==> src/rmh_pkg.sv <==
// ---------------------------------------------------------------------------
// rmh_pkg
// Shared types and constants of the running median block.
// ---------------------------------------------------------------------------
package rmh_pkg;
  localparam int unsigned Capacity  = 1024;
  localparam int unsigned HeapDepth = Capacity / 2 + 2;
  localparam int unsigned AddrW     = $clog2(HeapDepth);
  localparam int unsigned CntW      = $clog2(Capacity + 1);
  localparam int unsigned SampleW   = 16;
  localparam int unsigned MedW      = 17;

  typedef logic [AddrW-1:0] addr_t;
  typedef logic [AddrW:0]   size_t;
  typedef logic signed [SampleW-1:0] sample_t;

  typedef enum logic [1:0] {
    OP_NONE = 2'd0,
    OP_PUSH = 2'd1,
    OP_POP  = 2'd2
  } op_e;

  // Controller -> datapath
  typedef struct packed {
    logic    start;
    op_e     op;
    logic    heap_sel;   // 1: lower (max) heap, 0: upper (min) heap
    logic    load_x;
  } cmd_t;

  // Datapath -> controller
  typedef struct packed {
    logic    done;
    logic    x_above_top;
    size_t   lower_size;
    size_t   upper_size;
  } stat_t;
endpackage

==> src/rmh_ctrl.sv <==
// ---------------------------------------------------------------------------
// rmh_ctrl
// Sequencer for insert and rebalance; owns the input and output handshakes.
// ---------------------------------------------------------------------------
module rmh_ctrl (
  input  logic clk_i,
  input  logic rst_ni,
  input  logic in_valid_i,
  output logic in_stall_o,
  output logic out_valid_o,
  input  logic out_stall_i,
  input  rmh_pkg::stat_t stat_i,
  output rmh_pkg::cmd_t  cmd_o,
  output logic capture_o,
  output logic drop_o
);
  import rmh_pkg::*;

  typedef enum logic [2:0] {S_IDLE, S_INS, S_WAIT1, S_BAL, S_WAIT2, S_OUT} st_e;
  st_e st_q;
  logic drop_q, dout_q, ov_q;
  logic [CntW-1:0] tot;

  assign tot = CntW'(stat_i.lower_size) + CntW'(stat_i.upper_size);
  assign in_stall_o  = (st_q != S_IDLE);
  assign out_valid_o = ov_q;
  assign drop_o      = dout_q;
  assign capture_o   = (st_q == S_OUT) && (!ov_q || !out_stall_i);

  always_comb begin
    cmd_o = '{start: 1'b0, op: OP_NONE, heap_sel: 1'b1, load_x: 1'b0};
    case (st_q)
      S_IDLE: cmd_o.load_x = in_valid_i && !in_stall_o;
      S_INS: begin
        cmd_o.start = (tot < CntW'(Capacity));
        cmd_o.op = OP_PUSH;
        cmd_o.heap_sel = (stat_i.lower_size == '0) || !stat_i.x_above_top;
      end
      S_BAL: begin
        cmd_o.op = OP_POP;
        if (stat_i.upper_size > stat_i.lower_size) begin
          cmd_o.start = 1'b1; cmd_o.heap_sel = 1'b0;
        end else if (stat_i.lower_size > stat_i.upper_size + 1'b1) begin
          cmd_o.start = 1'b1; cmd_o.heap_sel = 1'b1;
        end
      end
      default: ;
    endcase
  end

  always_ff @(posedge clk_i or negedge rst_ni) begin
    if (!rst_ni) begin
      st_q <= S_IDLE; drop_q <= 1'b0; dout_q <= 1'b0; ov_q <= 1'b0;
    end else begin
      ov_q <= capture_o || (ov_q && out_stall_i);
      if (capture_o) dout_q <= drop_q;
      case (st_q)
        S_IDLE: if (in_valid_i && !in_stall_o) st_q <= S_INS;
        S_INS: begin
          drop_q <= !cmd_o.start;
          st_q <= cmd_o.start ? S_WAIT1 : S_OUT;
        end
        S_WAIT1: if (stat_i.done) st_q <= S_BAL;
        S_BAL: st_q <= cmd_o.start ? S_WAIT2 : S_OUT;
        S_WAIT2: if (stat_i.done) st_q <= S_OUT;
        S_OUT: if (capture_o) st_q <= S_IDLE;
        default: st_q <= S_IDLE;
      endcase
    end
  end
endmodule

==> config.mk <==
export PLATFORM = sky130hd
export DESIGN_NAME = rmh_ctrl
export DESIGN_NICKNAME = d
export VERILOG_FILES = /design/src/rmh_pkg.sv /design/src/rmh_ctrl.sv
export SDC_FILE = /design/constraint.sdc
export NUM_CORES = 1
export LEC_CHECK = 0
export BUFFER_PORTS_ARGS = -buffer_cell sky130_fd_sc_hd__buf_4
export CAP_MARGIN = 15
export CORE_ASPECT_RATIO = 1.2
export CORE_MARGIN = 4
export CORE_UTILIZATION = 42
export DETAILED_ROUTE_END_ITERATION = 12
export HOLD_SLACK_MARGIN = 0.02
export PLACE_DENSITY = 0.67
export REMOVE_ABC_BUFFERS = 1
export SYNTH_ARGS = -nofsm -noshare
export SYNTH_HDL_FRONTEND = slang
export SYNTH_SLANG_ARGS = --single-unit
==> constraint.sdc <==
create_clock -name clk_i -period 2.5 [get_ports clk_i]
set_clock_uncertainty 0.2 [all_clocks]
set_input_delay 0.25 -clock clk_i [delete_from_list [all_inputs] [get_ports clk_i]]
set_output_delay 0.25 -clock clk_i [all_outputs]
set_load 0.01 [all_outputs]
==> results.md <==
- WL per Instance: 14.2 um
- Tcrit/Tclk final: 1.03
- Main flop type after synthesis: dfrtp_1
- Final worst path period need: 2580 ps
- Avg Vias per Cell: roughly 5.4
- Final antenna diode count: 0
- DP Worst Slack: -248 ps
- Fillers: 259
- DR DRC count: 0
- CP Launch Type: primary input
- Initial DRC Count: 13
- Initial antenna violation count: 0
- PortBufs: 36
- Status: finished, violations left
- Commonest non-fill, non-tap cell in the layout: buf_4
- Synth-to-layout area growth: 45.0%
- Initial Utilization: 0.443
- Drt pass-1 iters: 4
- Worst Max-Slew Pin Slew: 414 ps
- Final core utilization: 0.642
- Maximum root-to-sink buffer count: 2
- Crit. End Element: output pin
- Unique masters post-synth: 37
- Largest net degree at the start of global routing: 12
- Finish-stage setup viols: 1
- Share of cells above drive strength 1: 0.359
- Top-level I/O count: 37
- Grt ovf: 0
- Syn. warnings: 0
- RSZ-0062 raised after global routing: true
- GPL Wtd Cong: about 0.9
- Syn Inst Count: 161
- Final ANT Viol Nets: 0
- Vias in the first global route: 1,337
- Chip height: 67.9 um
- CORE AREA: 0.00284 sq mm
- Setup TNS: -75.8 ps
- Number of synthesized flops with an enable pin: 0
- Max Clk Rate: 388 MHz
- Via count: between 1,000 and 1,500
- Leakage: 0.894 nW
- Violated checks: setup timing
- Nets: 280
- Max Slew Vio Count: 0
- Critical path class: primary input to output pin
- CTS buffer count: 3
- Critical path required time: 2050 ps
- Rows: 21
- Area contributors post-synth: ha_1 33%, dfrtp_1 12%, inv_1 5.7%
- H-tree depth: 1
- VDD IR max: 0.439 mV
- Commonest cells after routing, fill and taps aside: 48 x buf_4, 32 x ha_1, 19 x inv_1
- Die area: 0.00394 sq mm
- Area leader, netlist: ha_1
- First-pass GRT wire length: 5840 um
- Hold Vio Cnt, Final: 0
- #FFs+latches synth: 6
- Netlist area before placement: 0.00126 sq mm
- Max Cap Viol: 0
- Pwr Density: 467 mW/mm^2
- Headroom to the max-slew limit: 0.720
- CTS tree: yes
- Synthesized area per cell: slightly below 8 sq um
- Clock Sinks: 6
- Die X: 58.0 um
- Worst min-delay path category: primary input to flip-flop
- Worst path arrival time: 2130 ps
- CP max FO: 3
- Post-synthesis sequential area ratio: 0.119
- CTS root buffer: clkbuf_4
- PnR worst setup slack: -75.8 ps
- Synth top area share: 0.328
- Synth async-reset ratio: 1.00
- Gr usage total: 0.188
- Worst skew pair latency: 250 ps
- Clock slew at reported path FFs: 40 ps
- HPWL after DPL: 3060 um
- Routed WL: roughly 3600 um
-- kinds of logic after synthesis --
logic type,synth area share
DFF,0.119
xor gates and xnor gates,0.0756
and+or+nand+nor,0.229
AOI/OAI and AO/OA,0.175
buffers and inverters,0.0637
muxes,0.00895
adders and majority gates,0.328
-- metrics by stage --
step           instances  total power, mW  hold WS, ps  cell area, sq um
2_1_floorplan        160            0.493         -246              1250
3_3_place_gp         246            0.727         -141              1690
3_5_place_dp         246            0.744         -138              1690
4_1_cts              251            0.854         78.7              1800
5_1_grt              251            0.934         74.6              1820
6_report             251            0.852         80.7              1820
-- path summary, 6_finish.rpt --
| kind | depth (start not counted) | startpoint | to | slack, ps |
|---|---|---|---|---|
| max | 14 | stat_i[0] | cmd_o[4] | -80 |
| min | 3 | out_stall_i | out_valid_o$_DFF_PN0_ | 80 |
| max reg2reg | 3 | st_q[1]$_DFFE_PN0P_ | drop_o$_DFFE_PN0P_ | 820 |
| min reg2reg | 1 | drop_o$_DFFE_PN0P_ | drop_o$_DFFE_PN0P_ | 310 |
| max in group asynchronous | 2 | rst_ni | drop_o$_DFFE_PN0P_ | 1840 |
| min in group asynchronous | 2 | rst_ni | st_q[0]$_DFFE_PN0P_ | 140 |
-- report_power, final --
part / leakage, nW / switching [mW] / total (mW) / internal (mW)
sequential: 0.0726 / 0.0610 / 0.204 / 0.143
combinational: 0.808 / 0.275 / 0.555 / 0.280
clock: 0.0138 / 0.0383 / 0.0928 / 0.0545
total: 0.894 / 0.374 / 0.852 / 0.478
-- final cells by class --
class / instances / area [sq um] / area share
Multi-Input combinational cell: 134 / 1100 / 0.605
Timing Repair Buffer: 54 / 430 / 0.236
Sequential cell: 6 / 150 / 0.0824
Inverter: 20 / 75.1 / 0.0412
Tap cell: 34 / 42.5 / 0.0233
Clock buffer: 3 / 22.5 / 0.0124
-- synthesized netlist by cell type, types with 2 or more instances --
library cell,n
nand2_1,15
dfrtp_1,6
nand3b_1,2
nor2b_1,3
nand3_1,9
a211oi_1,2
a21oi_1,13
a21oi_2,2
xnor2_1,5
nor4_1,4
ha_1,33
nand2b_1,3
o21ai_0,3
o21ai_1,5
inv_1,19
o22ai_1,3
nor2_1,8
nand4_1,3
and3_1,2
xor2_1,4
-- critical path, cell delays in order --
cell	delay, ps
buf_8	80
ha_4	140
and3_4	190
nand3_2	80
xor2_1	160
ha_1	330
nand4_1	110
nor2_2	50
nand2_1	50
o21ai_1	50
o311ai_1	280
buf_4	160
nand2b_1	50
buf_4	140
-- what timing repair did --
action                                 4_1_cts  5_1_grt
pin swaps                                   10        1
resized for setup                           18        4
setup endpoints to repair                    1        2
cloned                                       0        0
buffers inserted                             1        0
endpoints found under the hold margin        6        0
hold buffers                                 1        0
-- metal layers --
metal | track usage | share of wire | wire [um] | vias up
li1 | - | - | - | 683
met1 | 0.198 | 0.39 | 1370 | 635
met2 | 0.400 | 0.57 | 2030 | 30
met3 | 0.0189 | 0.043 | 152 | 2
met4 | 0.0261 | 0.0017 | 6 | 0
met5 | 0 | 0 | 0 | -
-- registers in the layout (all words and copies together), names as in the netlist --
signal,flops
st_q,3
drop_o,1
drop_q,1
out_valid_o,1
Power figures use the tool's default switching activity.
